===== src/design/assert_macros.svh =====
// Assertion macros shared by the vertex normal accumulator modules.
// No dependencies; the checks drop out when SYNTHESIS is defined.
`ifndef ASSERT_MACROS_SVH
`define ASSERT_MACROS_SVH
`ifndef SYNTHESIS
`define ASSERT_IMPL(label, clk, rst_n, prop, msg) \
    label: assert property (@(posedge clk) disable iff (!rst_n) prop) else $error(msg);
`define ASSERT_NEVER(label, clk, rst_n, expr, msg) \
    label: assert property (@(posedge clk) disable iff (!rst_n) !(expr)) else $error(msg);
`else
`define ASSERT_IMPL(label, clk, rst_n, prop, msg)
`define ASSERT_NEVER(label, clk, rst_n, expr, msg)
`endif
`endif


===== src/design/vna_pkg.sv =====
// Shared types and constants for the vertex normal accumulator.
// No dependencies.
package vna_pkg;

    localparam int IDX_BITS = 10;
    localparam int CRD_BITS = 24;
    localparam int NRM_BITS = 16;
    localparam int UNIT     = 16384;

    typedef enum logic [2:0] {
        OP_WRITE = 3'd0,
        OP_TRI   = 3'd1,
        OP_QUAD  = 3'd2,
        OP_CLEAR = 3'd3,
        OP_READ  = 3'd4
    } op_t;

    typedef struct packed {
        logic [2:0]                  operation;
        logic [IDX_BITS-1:0]         index_a;
        logic [IDX_BITS-1:0]         index_b;
        logic [IDX_BITS-1:0]         index_c;
        logic [IDX_BITS-1:0]         index_d;
        logic signed [CRD_BITS-1:0]  pos_x;
        logic signed [CRD_BITS-1:0]  pos_y;
        logic signed [CRD_BITS-1:0]  pos_z;
    } item_in_t;

    typedef struct packed {
        logic [IDX_BITS-1:0]         vertex_index;
        logic signed [NRM_BITS-1:0]  normal_x;
        logic signed [NRM_BITS-1:0]  normal_y;
        logic signed [NRM_BITS-1:0]  normal_z;
        logic                        is_zero;
    } item_out_t;

    typedef enum logic [4:0] {
        S_IDLE,
        S_CLEAR,
        S_LOAD,
        S_LOAD_WAIT,
        S_EDGE,
        S_CROSS,
        S_CROSS2,
        S_NORM_START,
        S_NORM_WAIT,
        S_ACC_RD,
        S_ACC_WAIT,
        S_ACC_WR,
        S_READ_RD,
        S_READ_WAIT,
        S_READ_NORM,
        S_READ_DONE
    } state_t;

    // Commands from the controller to the datapath.
    typedef struct packed {
        logic       pos_write;
        logic       clear_step;
        logic       pos_read;
        logic [1:0] corner_sel;
        logic       edge_calc;
        logic       cross_calc;
        logic       cross_sub;
        logic       norm_start;
        logic       sum_read;
        logic       sum_write;
        logic       result_from_read;
        logic       read_norm_start;
        logic       emit;
    } cmd_t;

    // Status from the datapath to the controller.
    typedef struct packed {
        logic clear_done;
        logic norm_done;
        logic norm_zero;
    } status_t;

endpackage


===== src/design/vna_ctrl.sv =====
// Controller state machine for the vertex normal accumulator.
// Depends on vna_pkg.
module vna_ctrl
(
    input  logic              clk,
    input  logic              rst_n,
    input  logic              start,
    input  logic [2:0]        operation,
    output logic              busy,
    output vna_pkg::cmd_t     cmd,
    input  vna_pkg::status_t  status
);
    import vna_pkg::*;

    state_t     state_reg, state_next;
    logic       quad_reg, quad_next;
    logic [1:0] cnt_reg, cnt_next;
    logic [1:0] last;

    assign last = quad_reg ? 2'd3 : 2'd2;

    always_comb
    begin
        state_next = state_reg;
        quad_next = quad_reg;
        cnt_next = cnt_reg;
        unique case (state_reg)
            S_IDLE:
            begin
                cnt_next = '0;
                if (start)
                begin
                    quad_next = (operation == OP_QUAD);
                    case (operation)
                        OP_TRI, OP_QUAD: state_next = S_LOAD;
                        OP_CLEAR:        state_next = S_CLEAR;
                        OP_READ:         state_next = S_READ_RD;
                        default:         state_next = S_IDLE;
                    endcase
                end
            end
            S_CLEAR:      if (status.clear_done) state_next = S_IDLE;
            S_LOAD:
            begin
                cnt_next = cnt_reg + 2'd1;
                if (cnt_reg == last) state_next = S_LOAD_WAIT;
            end
            S_LOAD_WAIT:  state_next = S_EDGE;
            S_EDGE:       state_next = S_CROSS;
            S_CROSS:      state_next = S_CROSS2;
            S_CROSS2:     state_next = S_NORM_START;
            S_NORM_START: state_next = S_NORM_WAIT;
            S_NORM_WAIT:
            begin
                cnt_next = '0;
                if (status.norm_done)
                    state_next = status.norm_zero ? S_IDLE : S_ACC_RD;
            end
            S_ACC_RD:     state_next = S_ACC_WAIT;
            S_ACC_WAIT:   state_next = S_ACC_WR;
            S_ACC_WR:
            begin
                cnt_next = cnt_reg + 2'd1;
                state_next = (cnt_reg == last) ? S_IDLE : S_ACC_RD;
            end
            S_READ_RD:    state_next = S_READ_WAIT;
            S_READ_WAIT:  state_next = S_READ_NORM;
            S_READ_NORM:  if (status.norm_done) state_next = S_READ_DONE;
            S_READ_DONE:  state_next = S_IDLE;
            default:      state_next = S_IDLE;
        endcase
    end

    // The corner select stays on the current corner through the accumulate and read wait states.
    always_comb
    begin
        cmd = '0;
        cmd.corner_sel = cnt_reg;
        unique case (state_reg)
            S_IDLE:       cmd.pos_write = start && (operation == OP_WRITE);
            S_CLEAR:      cmd.clear_step = 1'b1;
            S_LOAD:       cmd.pos_read = 1'b1;
            S_EDGE:       cmd.edge_calc = 1'b1;
            S_CROSS:      cmd.cross_calc = 1'b1;
            S_CROSS2:     cmd.cross_sub = 1'b1;
            S_NORM_START: cmd.norm_start = 1'b1;
            S_ACC_RD:     cmd.sum_read = 1'b1;
            S_ACC_WR:     cmd.sum_write = 1'b1;
            S_READ_RD:
            begin
                cmd.sum_read = 1'b1;
                cmd.corner_sel = 2'd0;
            end
            S_READ_WAIT:  cmd.read_norm_start = 1'b1;
            S_READ_DONE:  cmd.emit = 1'b1;
            default:      ;
        endcase
        cmd.result_from_read = (state_reg == S_READ_RD) || (state_reg == S_READ_WAIT);
    end

    always_ff @(posedge clk or negedge rst_n)
    begin
        if (!rst_n)
        begin
            state_reg <= S_CLEAR;
            quad_reg <= 1'b0;
            cnt_reg <= '0;
        end
        else
        begin
            state_reg <= state_next;
            quad_reg <= quad_next;
            cnt_reg <= cnt_next;
        end
    end

    assign busy = (state_reg != S_IDLE);

    `include "assert_macros.svh"
    `ASSERT_IMPL(a_emit_idle, clk, rst_n, cmd.emit |=> !busy, "emit not final")
    `ASSERT_NEVER(a_rd_wr, clk, rst_n, cmd.sum_read && cmd.sum_write, "sum port clash")
    `ASSERT_IMPL(a_acc_seq, clk, rst_n, (state_reg == S_ACC_RD) |=> (state_reg == S_ACC_WAIT), "acc order")

endmodule


===== config.mk =====
export PLATFORM = sky130hd
export DESIGN_NAME = vna_ctrl
export DESIGN_NICKNAME = d
export VERILOG_FILES = /design/src/design/vna_pkg.sv /design/src/design/vna_ctrl.sv
export VERILOG_INCLUDE_DIRS = /design/src /design/src/design
export SDC_FILE = /design/constraint.sdc
export NUM_CORES = 1
export LEC_CHECK = 0
export ABC_AREA = 1
export ABC_CLOCK_PERIOD_IN_PS = 1340
export BUFFER_PORTS_ARGS = -buffer_cell sky130_fd_sc_hd__buf_2
export CAP_MARGIN = 20
export CORE_MARGIN = 3
export CORE_UTILIZATION = 36
export DETAILED_ROUTE_END_ITERATION = 6
export PLACE_DENSITY = 0.63
export SLEW_MARGIN = 10
export SYNTH_ARGS = -nofsm -noshare
export SYNTH_HDL_FRONTEND = slang
export SYNTH_SLANG_ARGS = --single-unit

===== constraint.sdc =====
create_clock -name clk -period 1.34 [get_ports clk]
set_input_delay 0.134 -clock clk [delete_from_list [all_inputs] [get_ports clk]]
set_output_delay 0.134 -clock clk [all_outputs]
set_load 0.1 [all_outputs]

==> results of run 1 <==
==> stage by stage <==
stage,cell area [um2],hold slack [ns],setup TNS (ns),std cells
3_3_place_gp,1240,-0.0344,-0.399,167
3_5_place_dp,1240,-0.0297,-0.716,167
4_1_cts,1470,0.167,-3.00,179
2_1_floorplan,739,-0.162,-5.37,109
==> cell families after synthesis <==
kind of cell	count (synthesis)
AND/OR/NAND/NOR	69
buffers and inverters	20
AO/OA/AOI/OAI	12
flip-flops	7
XOR/XNOR	1
==> timing repair <==
action	4_1_cts
endpoints found under the setup margin	20
resized for setup	43
endpoints found under the hold margin	7
hold buffers	1
setup buffers	7
pin swaps	8
==> Yosys cell counts <==
cell type  instances
nand2_2            1
nor2_2             2
o22ai_1            2
nor4_1             1
nand3_1            9
nor3_1             1
inv_1             19
a21oi_1            4
inv_2              1
nand2_1           32
nor2_4             2
o21ai_0            4
nor2_1            21
o211ai_1           1
dfrtp_1            6
xnor2_1            1
o21ai_1            1
dfstp_2            1
==> metrics.md, run 1 <==
| Metric | Value |
|---|---|
| Die width | 47.6 um |
| HPWL Detailed | 1680 um |
| Clock Tree Buf Depth | 2 |
| Synth warnings | 0 |
| Post-synthesis register bit count | 7 |
| GPL Wtd Cong | 0.804 |
| XOR/XNOR Fraction of Synth Area | 1.41% |
| Root Buffer | clkbuf_4 |
| Starting Density | 39.9% |
| Largest net degree at the start of global routing | 8 |
| Die Y | 47.6 um |
| Synthesized net count | 118 |
| Fraction of the mapped netlist area in simple logic gates | 47.7% |
| CTS HTree Levels | 1 |
| IO Port Bufs | 23 |
| Yosys top cell area share | 24.1% |
| Cts bufs inserted | 3 |
| Mux cell area share after synthesis | 0% |
| Synth area leader | dfrtp_1 |
| Area of the mapped netlist | 622 um2 |
| Post-synthesis adder-cell area fraction | 0% |
| Mean Syn Cell Area | 5.71 um2 |
| Worst_ep kind | top-level output |
| Compound-Gate Fraction of Synth Area | 10.5% |
| # rows | 14 |
| Largest family of logic cells by synthesized area | simple AND/OR/NAND/NOR gates |
| Netlist cell types | 18 |
| Top cells by area, synth | dfrtp_1 (24%), nand2_1 (19%), nor2_1 (13%), inv_1 (11%), nand3_1 (7.2%) |
| IO Pins | 24 |
| Failed at | 5_1_grt |
| # clock sinks | 7 |
| Post-Synthesis Cells | 109 |
| Error msg | [ERROR DPL-0038] Utilization greater than 100%, impossible to legalize |
| Worst setup endpoint GRT | cmd[13] |
| Post-synthesis sequential area ratio | 28.4% |
| Pre-CTS WS | -0.0996 ns |
| Outcome | stopped before the end |
==> run 2, diff against run 1 <==
--- a/config.mk
+++ b/config.mk
@@ -10,10 +10,10 @@
 export ABC_CLOCK_PERIOD_IN_PS = 1340
 export BUFFER_PORTS_ARGS = -buffer_cell sky130_fd_sc_hd__buf_2
 export CAP_MARGIN = 20
-export CORE_MARGIN = 3
-export CORE_UTILIZATION = 36
+export CORE_AREA = 3 3 64 66
 export DETAILED_ROUTE_END_ITERATION = 6
-export PLACE_DENSITY = 0.63
+export DIE_AREA = 0 0 67 69
+export PLACE_DENSITY_LB_ADDON = 0.15
 export SLEW_MARGIN = 10
 export SYNTH_ARGS = -nofsm -noshare
 export SYNTH_HDL_FRONTEND = slang
==> run 2 against run 1 <==
Compared with the run above: the flow now finishes, with violations (negative setup slack); area after synthesis unchanged; synthesized cell count unchanged.
==> metrics.md, run 2 <==
| Metric | Value |
|---|---|
| Vias in the first global route | 873 |
| Delay-heaviest family, CP | flip-flops |
| Sequential cell area | 180 um2 |
| Area grow syn2layout | 159% |
| Area of the mapped netlist | 622 um2 (unchanged) |
| WS Path Type | reg -> out |
| Clock Tree Buf Depth | 2 (unchanged) |
| IO Port Bufs | 23 (unchanged) |
| Met3 usage | 4.07% |
| Most instantiated cells after synthesis | nand2_1 (32), nor2_1 (21), inv_1 (19) |
| Post-synthesis sequential area ratio | 28.4% (unchanged) |
| DRC viols | 0 |
| Grt met2 use | 17.5% |
| IO Pins | 24 (unchanged) |
| Via-per-instance ratio | 4.08 |
| Cell Pwr Density | 2190 nW/um2 |
| Cells along the critical path | nor2_4 -> buf_6 -> buf_6 -> nand2_4 -> clkinvlp_4 -> buf_12 |
| Worst EP arrival | 1.47 ns |
| Hold Path Class | in -> reg |
| Outcome | finished with violations |
| First-pass GRT wire length | 3800 um |
| Slew headroom | 82.9% |
| CTS tree | yes |
| Pins Over Slew Limit | 0 |
| Antenna violations before repair | 0 |
| Post-synthesis register bit count | 7 (unchanged) |
| Netlist cell types | 18 (unchanged) |
| Post-synthesis async set-or-reset flop share | 100% (unchanged) |
| Slowest cell on crit path | dfstp_2 |
| Synthesized net count | 118 (unchanged) |
| Maxcap violations | 0 |
| Cts bufs inserted | 3 (unchanged) |
| Cell with the most instances after synthesis | nand2_1 |
| Worst-Margin Slew | 0.254 ns |
| Drt total wl | 2350 um |
| Final net count | 174 |
| Synth area leader | dfrtp_1 |
| CP max stage delay | 0.60 ns |
| Total gr overflow | 0 |
| RSZ-0062 raised after global routing | yes |
| Final ANT Viol Nets | 0 |
| Synth warnings | 0 (unchanged) |
| Most frequent cells in the layout | nand2_1 (20), nor2_4 (16), buf_4 (16) |
| Failing checks | negative setup slack |
| Top cells by area, synth | dfrtp_1 (24%), nand2_1 (19%), nor2_1 (13%), inv_1 (11%), nand3_1 (7.2%) |
| Worst-path fanout max | 4 |
| Hold Fails Final Rpt | 0 |
| Largest register FFs | 4 |
| Pleak | 0.739 nW |
| Share of layout cells above drive strength 1 | 66.5% |
| Met1 Usage GRT | 12.7% |
| Die width | 67 um (+41%) |
| GPL Wtd Cong | 0.805 (about the same) |
| All-layer global routing usage | 10.8% |
| Fin cells | 212 |
| Setup violators final | 20 |
| Mean Syn Cell Area | 5.71 um2 (unchanged) |
| Fin crit share | 120% |
| Yosys top cell area share | 24.1% (unchanged) |
| Cell repeated most along the worst path | buf_6 |
| Final worst setup slack | -0.264 ns |
| Clk_lat worst skew | 0.23 ns |
| Fin crit period | 1.60 ns |
| CTS HTree Levels | 1 (unchanged) |
| Die Y | 69 um (+45%) |
| Smallest hold slack | 0.209 ns |
| # clock sinks | 7 (unchanged) |
| # rows | 22 (+8) |
| Critical Path End Type | primary output |
| Post-synth EDFFs | 0 (unchanged) |
| Largest net degree at the start of global routing | 8 |
| Worst-path clk slew | 0.04 ns |
| Total number of vias | 865 |
| Total core area | 3630 um2 |
| Multi-input gate area | 634 um2 |
| WP data required | 1.21 ns |
| DIE AREA | 4620 um2 |
| CP Launch Type | register |
| Bufs and invs on worst path | 4 |
| Post-Synthesis Cells | 109 (unchanged) |
| FMAX | 623 MHz |
| 1st-iter DRT viols | 26 |
| WL per Instance | 11.1 um |
| TritonRoute pass-1 iters | 6 |
| Clock Skews | 0.00294 ns |
| Most used DFF post-synth | dfrtp_1 |
| HPWL Detailed | 1830 um (+8.7%) |
| Maximum vdd ir drop | 1.07 mV |
| Number of diodes | 0 |
| Fin util | 44.3% |
| Commonest non-fill, non-tap cell in the layout | nand2_1 |
| Global route hottest layer | met2 |
| Placed cell count | 199 (+19%) |
| Starting Density | 17.1% (-23 points) |
| FILL cells | 369 |
| Root Buffer | clkbuf_8 |
==> run 2: cell families (layout without fill, tap and decap cells) <==
family | after synthesis | after routing | share of synthesized area [%]
buffers and inverters | 20 | 75 | 12.1
xor gates and xnor gates | 1 | 1 | 1.41
and+or+nand+nor | 69 | 69 | 47.7
DFF | 7 | 7 | 28.4
AOI/OAI and AO/OA | 12 | 12 | 10.5
==> run 2: worst paths after layout <==
check / start / endpoint / slack, ns / cells past startpoint
hold / removal: status[1] / state_reg[2] / 0.21 / 4
setup / recovery: state_reg[0] / cmd[8] / -0.26 / 6
max in group asynchronous: rst_n / state_reg[0] / 0.83 / 2
hold reg to reg: state_reg[1] / state_reg[1] / 0.59 / 2
min in group asynchronous: rst_n / cnt_reg[0] / 0.28 / 2
setup reg to reg: state_reg[0] / state_reg[1] / -0.09 / 10
==> run 2: per-stage QoR <==
step | power, W | instance area [um2] | setup TNS (ns) | setup WS (ns)
final | 0.00353 | 1610 | -2.92 | -0.264
after global routing | 0.00375 | 1610 | -4.27 | -0.326
after CTS | 0.00330 | 1490 | -3.63 | -0.277
after detailed placement | 0.00263 | 1280 | -0.880 | -0.100
after global placement | 0.00263 | 1280 | -0.778 | -0.124
after floorplan | 0.00176 | 739 | -5.37 | -0.802
==> run 2: worst register-to-register path: stages (launching register included) <==
cell and delay (ns):
dfstp_2 0.60, nor2_4 0.08, buf_6 0.12, buf_6 0.10
nand3_2 0.05, nand2_2 0.06, inv_2 0.06, nand2_2 0.05
nor2_4 0.12, nand2_1 0.07, nand2_1 0.06
==> run 2: area by class of cell <==
class | instances | area share (%)
multi-input cells | 82 | 39.4
inverters | 20 | 5.91
well taps | 48 | 3.73
clock buffers | 4 | 2.80
repair buffers | 51 | 36.9
flip-flops and latches | 7 | 11.2
==> run 2: per-layer routing <==
metal / vias to the layer above / wire length [um]
li1: 446 / -
met1: 394 / 960
met2: 23 / 1240
met3: 2 / 138
met4: 0 / 14
met5: - / 0
==> run 2: power breakdown <==
group | switching, W | leakage (nW) | internal (W) | total [W]
clock network | 0.0000876 | 0.0228 | 0.000205 | 0.000293
registers | 0.000114 | 0.0842 | 0.000303 | 0.000417
logic | 0.00165 | 0.632 | 0.00117 | 0.00282
==> run 2: what timing repair did <==
action | 4_1_cts | 5_1_grt
pin swaps | 19 | 9
hold buffers | 1 | 0
endpoints found under the setup margin | 21 | 21
resized for setup | 35 | 28
hold endpoints to repair | 7 | 0
setup buffers | 6 | 3
No activity file was read; power rests on OpenSTA's default activity.
==> run 3, diff against run 2 <==
--- a/config.mk
+++ b/config.mk
@@ -6,13 +6,13 @@
 export SDC_FILE = /design/constraint.sdc
 export NUM_CORES = 1
 export LEC_CHECK = 0
-export ABC_AREA = 1
 export ABC_CLOCK_PERIOD_IN_PS = 1340
-export BUFFER_PORTS_ARGS = -buffer_cell sky130_fd_sc_hd__buf_2
 export CAP_MARGIN = 20
 export CORE_AREA = 3 3 64 66
+export CTS_BUF_LIST = sky130_fd_sc_hd__clkbuf_4 sky130_fd_sc_hd__clkbuf_8 sky130_fd_sc_hd__clkbuf_16
 export DETAILED_ROUTE_END_ITERATION = 6
 export DIE_AREA = 0 0 67 69
+export DONT_BUFFER_PORTS = 1
 export PLACE_DENSITY_LB_ADDON = 0.15
 export SLEW_MARGIN = 10
 export SYNTH_ARGS = -nofsm -noshare
==> run 3 against run 2 <==
Compared with the run above: the run still ends with negative setup slack left; global-route usage rose by 3.4 points; register-to-register slack lost 0.23 ns; area after synthesis increased by 12%; sequential share of layout area down 1.6 points; worst setup slack got worse by 0.069 ns; sequential cell count stayed put; maximum frequency fell by 4.1%; cell area up 16%; critical path type unchanged.
==> metrics.md, run 3 <==
| Metric | Value |
|---|---|
| Hold Path Class | in -> reg |
| Post-synthesis sequential area ratio | 25.2% (-3.1 points) |
| IO Port Bufs | 0 (-100%) |
| Root Buffer | clkbuf_8 |
| WP data required | 1.21 ns (about the same) |
| 1st-iter DRT viols | 33 (+27%) |
| Placed cell count | 182 (-8.5%) |
| Failing checks | negative setup slack |
| Metal-1 WL | 1340 um (+40%) |
| Most frequent cells in the layout | buf_4 (46), buf_12 (15), buf_6 (15) |
| Synth area leader | dfrtp_1 |
| Final worst setup slack | -0.333 ns (-0.0689 ns) |
| Synth warnings | 0 (unchanged) |
| Area of the mapped netlist | 699 um2 (+12%) |
| Most instantiated cells after synthesis | nor2_1 (10), nand2_1 (8), dfrtp_1 (6) |
| Uppermost layer routed | met4 |
| Share of layout cells above drive strength 1 | 75.5% (+9.0 points) |
| Final ANT Viol Nets | 0 (unchanged) |
| Total number of vias | 987 (+14%) |
| Largest register FFs | 4 (unchanged) |
| Vias in the first global route | 1,014 (+16%) |
| Fin cells | 211 (-0.47%) |
| Fin crit period | 1.67 ns (+0.0689 ns) |
| Cell with the most instances after synthesis | nor2_1 |
| Maximum vdd ir drop | 2.05 mV (+92%) |
| Die width | 67 um (unchanged) |
| Netlist cell types | 43 (+25) |
| Pins Over Slew Limit | 0 (unchanged) |
| Yosys top cell area share | 21.5% (-2.7 points) |
| Synthesized net count | 97 (-18%) |
| TritonRoute pass-1 iters | 4 (-2) |
| WL met3 | 203 um (+47%) |
| Antenna violations before repair | 0 (unchanged) |
| Worst-path fanout max | 8 (+4) |
| Pleak | 0.753 nW (+2.0%) |
| WL per Instance | 15.5 um (+40%) |
| Clk_lat worst skew | 0.23 ns (about the same) |
| Maxcap violations | 0 (unchanged) |
| CP Launch Type | register |
| Starting Density | 19.2% (+2.1 points) |
| Die Y | 69 um (unchanged) |
| Top cells by area, synth | dfrtp_1 (21%), nor2_1 (5.4%), a2111oi_2 (4.3%), nand2_1 (4.3%), dfstp_2 (3.8%) |
| Mean Syn Cell Area | 7.95 um2 (+39%) |
| Post-Route Setup TNS | -5.38 ns (-2.46 ns) |
| Total core area | 3630 um2 (unchanged) |
| Worst-Margin Slew | 0.413 ns (+0.159 ns) |
| Most used DFF post-synth | dfrtp_1 |
| Post-synthesis register bit count | 7 (unchanged) |
| DRC viols | 0 (unchanged) |
| Clock Skews | 0.00436 ns (+0.00142 ns) |
| All-layer global routing usage | 14.1% (+3.4 points) |
| WL met2 | 1670 um (+35%) |
| CTS tree | yes |
| HPWL Detailed | 2160 um (+18%) |
| Commonest non-fill, non-tap cell in the layout | buf_4 |
| DIE AREA | 4620 um2 (unchanged) |
| Post-Synthesis Cells | 88 (-19%) |
| Post-synthesis async set-or-reset flop share | 100% (unchanged) |
| Smallest hold slack | 0.00487 ns (-0.204 ns) |
| Cts bufs inserted | 3 (unchanged) |
| First-pass GRT wire length | 5000 um (+32%) |
| Area grow syn2layout | 167% |
| FMAX | 598 MHz (-4.1%) |
| Slew headroom | 72.3% (-11 points) |
| Pre-CTS WS | -0.222 ns (-0.121 ns) |
| Post-synth EDFFs | 0 (unchanged) |
| CTS HTree Levels | 1 (unchanged) |
| Critical Path End Type | primary output |
| IO Pins | 24 (unchanged) |
| GPL Wtd Cong | 0.920 (+14%) |
| Final net count | 173 (-0.57%) |
| WS Path Type | reg -> out |
| Setup violators final | 20 (unchanged) |
| Fin crit share | 125% (+5.1 points) |
| RSZ-0062 raised after global routing | yes |
| Total gr overflow | 0 (unchanged) |
| Via-per-instance ratio | 4.68 (+15%) |
| Largest net degree at the start of global routing | 9 (+1) |
| Total Power | 0.00527 W (+49%) |
| Worst-path clk slew | 0.05 ns (about the same) |
| Outcome | finished with violations |
| Worst EP arrival | 1.54 ns (+0.07 ns) |
| # rows | 22 (unchanged) |
| Drt total wl | 3270 um (+39%) |
| Clock Tree Buf Depth | 2 (unchanged) |
| Hold Fails Final Rpt | 0 (unchanged) |
| Cell Pwr Density | 2820 nW/um2 (+28%) |
| Number of diodes | 0 (unchanged) |
| # clock sinks | 7 (unchanged) |
[run 3: critical path, stage by stage (launching register included)]
cell and delay [ns]:
dfstp_2 0.67, buf_6 0.14, nor2_4 0.04, buf_6 0.11
a31oi_4 0.15, buf_12 0.19
[run 3: per-stage QoR]
stage	utilization, %	cell area (um2)
after floorplan	-	857
after global placement	39.5	1430
after detailed placement	39.5	1430
after CTS	49.1	1780
after global routing	51.4	1870
final	51.4	1870
[run 3: logic make-up (layout without fill, tap and decap cells)]
logic type,Yosys count,after routing,synth area share [%]
simple gates,38,38,28.1
compound gates,27,27,30.6
buf+inv,12,87,11.1
flops,7,7,25.2
xor+xnor,4,4,5.01
[run 3: where the power goes]
group | internal [W] | switching (W)
clock network | 0.000228 | 0.000110
registers | 0.000326 | 0.000189
logic | 0.00207 | 0.00235
total | 0.00262 | 0.00264
[run 3: final timing paths]
path	from	to	slack, ns	cells after the start
setup / recovery	state_reg[0]	cmd[10]	-0.33	5
hold / removal	status[1]	state_reg[2]	0.005	1
max in group asynchronous	rst_n	state_reg[0]	0.78	1
min in group asynchronous	rst_n	state_reg[3]	0.25	1
setup reg to reg	state_reg[0]	state_reg[3]	-0.32	5
hold reg to reg	quad_reg	quad_reg	0.60	3
[run 3: routing by layer]
metal / track usage (%) / vias up
li1: - / 478
met1: 18.0 / 462
met2: 22.8 / 41
met3: 3.91 / 6
met4: 4.05 / 0
met5: 0 / -
[run 3: final cells by class]
class                      instances  area (um2)
fill                             328        1760
timing repair buffer              78         835
multi-input combinational         69         723
sequential                         7         179
tap                               48        60.1
clock buffer                       4        48.8
inverter                           5        23.8
[run 3: timing repair]
action | 4_1_cts | 5_1_grt
resized for setup | 38 | 10
hold buffers | 2 | 0
pin swaps | 18 | 7
setup buffers | 17 | 6
hold endpoints to repair | 8 | 0
endpoints found under the setup margin | 21 | 21
==> run 4, diff against run 3 <==
--- a/config.mk
+++ b/config.mk
@@ -14,6 +14,7 @@
 export DIE_AREA = 0 0 67 69
 export DONT_BUFFER_PORTS = 1
 export PLACE_DENSITY_LB_ADDON = 0.15
+export REMOVE_ABC_BUFFERS = 1
 export SLEW_MARGIN = 10
 export SYNTH_ARGS = -nofsm -noshare
 export SYNTH_HDL_FRONTEND = slang
==> run 4 against run 3 <==
Compared with the run above: the flow still finishes with violations (negative setup slack); critical path type unchanged; non-clock buffer count decreased by 12; total power increased by 0.51%; global-route usage decreased by 0.47 points; critical path depth increased by 1; routed wire length decreased by 0.61%; count of clock-buffer cells in the layout unchanged; critical endpoint is now cmd[4]; maximum frequency increased by 1.8%; sequential power decreased by 3%; clock power decreased by 5%; cell area decreased by 0.33%.
==> metrics.md, run 4 (synthesis gave the netlist of run 3 again) <==
| Metric | Value |
|---|---|
| Clock share of power | 6.1% (-0.3 points) |
| Drt total wl | 3250 um (-0.61%) |
| FMAX | 608 MHz (+1.8%) |
| Vias in the first global route | 1,017 (+0.30%) |
| # rows | 22 (unchanged) |
| Fin crit period | 1.64 ns (-0.0288 ns) |
| Sw power | 0.00267 W (+1.1%) |
| HPWL Detailed | 2060 um (-5.0%) |
| Smallest hold slack | 0.0154 ns (+0.0106 ns) |
| All-layer global routing usage | 13.7% (-0.47 points) |
| Die width | 67 um (unchanged) |
| Worst-path clk slew | 0.04 ns (about the same) |
| Total number of vias | 976 (-1.1%) |
| Critical Path End Type | primary output |
| Pins Over Slew Limit | 0 (unchanged) |
| IO Pins | 24 (unchanged) |
| WP data required | 1.21 ns (about the same) |
| CP Launch Type | register |
| Worst-path fanout max | 5 (-3) |
| Pleak | 0.736 nW (-2.3%) |
| Maximum vdd ir drop | 1.12 mV (-46%) |
| DRC viols | 0 (unchanged) |
| Share of layout cells above drive strength 1 | 74.8% (-0.63 points) |
| WS Path Type | reg -> out |
| Cell Pwr Density | 2840 nW/um2 (+0.85%) |
| FILL cells | 310 (-5.5%) |
| Post-Route Setup TNS | -4.91 ns (+0.464 ns) |
| Failing checks | negative setup slack |
| Outcome | finished with violations |
| Final ANT Viol Nets | 0 (unchanged) |
| Number of diodes | 0 (unchanged) |
| Final net count | 161 (-6.9%) |
| Area grow syn2layout | 166% |
| Commonest non-fill, non-tap cell in the layout | buf_6 |
| Most frequent cells in the layout | buf_6 (25), buf_4 (24), buf_12 (10) |
| Setup violators final | 20 (unchanged) |
| Hold Fails Final Rpt | 0 (unchanged) |
| Internal Power | 0.00262 W (about the same) |
| Fin crit share | 123% (-2.1 points) |
| Total gr overflow | 0 (unchanged) |
| IO Port Bufs | 0 (unchanged) |
| Root Buffer | clkbuf_8 |
| Maxcap violations | 0 (unchanged) |
| Via-per-instance ratio | 4.90 (+4.8%) |
| Worst EP arrival | 1.51 ns (-0.03 ns) |
| CTS HTree Levels | 1 (unchanged) |
| Cts bufs inserted | 3 (unchanged) |
| First-pass GRT wire length | 4850 um (-2.9%) |
| Antenna violations before repair | 0 (unchanged) |
| GPL Wtd Cong | 0.999 (+8.5%) |
| Largest net degree at the start of global routing | 9 (unchanged) |
| Clk_lat worst skew | 0.23 ns (about the same) |
| WL per Instance | 16.4 um (+5.4%) |
| Largest register FFs | 4 (unchanged) |
| CTS tree | yes |
| Final worst setup slack | -0.304 ns (+0.0288 ns) |
| # clock sinks | 7 (unchanged) |
| Starting Density | 19.2% (unchanged) |
| Sw frac | 50.5% (+0.27 points) |
| Worst-Margin Slew | 0.459 ns (+0.0463 ns) |
| Clock Tree Buf Depth | 2 (unchanged) |
| Logic pwr share | 84.5% (+0.7 points) |
| Sequential share of power | 9.4% (-0.4 points) |
| Clock Skews | 0.00158 ns (-0.00278 ns) |
| Die Y | 69 um (unchanged) |
| Total core area | 3630 um2 (unchanged) |
| RSZ-0062 raised after global routing | yes |
| 1st-iter DRT viols | 41 (+24%) |
| Slew headroom | 69.0% (-3.3 points) |
| TritonRoute pass-1 iters | 4 (unchanged) |
| Hold Path Class | in -> reg |
| DIE AREA | 4620 um2 (unchanged) |
| R2r setup slk | -0.28 ns (+0.04 ns) |
-- run 4: path summary, 6_finish.rpt --
kind | start | to | cells past startpoint
setup / recovery | state_reg[2] | cmd[4] | 6
hold / removal | status[1] | state_reg[2] | 1
setup reg to reg | state_reg[2] | state_reg[2] | 6
hold reg to reg | quad_reg | quad_reg | 3
max in group asynchronous | rst_n | state_reg[0] | 1
min in group asynchronous | rst_n | cnt_reg[1] | 1
-- run 4: power groups by stage --
stage / Combinational, W / Clock (W) / Sequential (W)
global route: 0.00468 / 0.000339 / 0.000514
finish: 0.00447 / 0.000320 / 0.000500
detailed placement: 0.00308 / 0 / 0.000488
floorplan: 0.00158 / 0 / 0.000519
CTS: 0.00377 / 0.000322 / 0.000486
global placement: 0.00311 / 0 / 0.000488
-- run 4: what timing repair did --
action | 4_1_cts | 5_1_grt
gates resized for setup | 44 | 36
cloned | 0 | 0
pin swaps | 11 | 14
buffers inserted | 11 | 6
endpoints found under the setup margin | 21 | 21
endpoints found under the hold margin | 8 | 0
hold buffers | 2 | 0
-- run 4: cell type report --
cell class	count	area (um2)	share of cell area, %
Clock buffer	4	48.8	2.62
Inverter	5	26.3	1.41
Multi-Input combinational cell	69	738	39.6
Sequential cell	7	180	9.67
Tap cell	48	60.1	3.22
Timing Repair Buffer	66	810	43.5
-- run 4: worst max-delay path: stages (launching register included) --
cell     delay, ns
dfrtp_2       0.46
buf_6         0.15
buf_6         0.13
xnor2_2       0.13
nor3_2        0.10
buf_4         0.15
buf_16        0.16
-- run 4: per-stage QoR --
stage               instances  cell area (um2)  util, %  worst slack [ns]  power (W)
finish                    199             1860     51.3            -0.304    0.00529
global route              199             1860     51.3            -0.354    0.00553
CTS                       193             1660     45.6            -0.317    0.00458
detailed placement        176             1320     36.3            -0.274    0.00357
global placement          176             1320     36.3            -0.265    0.00360
floorplan                  81              641        -             -2.44    0.00210
-- run 4: layer usage --
layer,global-route usage [%],wire length (um)
met5,0,0
met4,5.63,72
met3,5.05,249
met2,23.5,1780
met1,14.6,1150
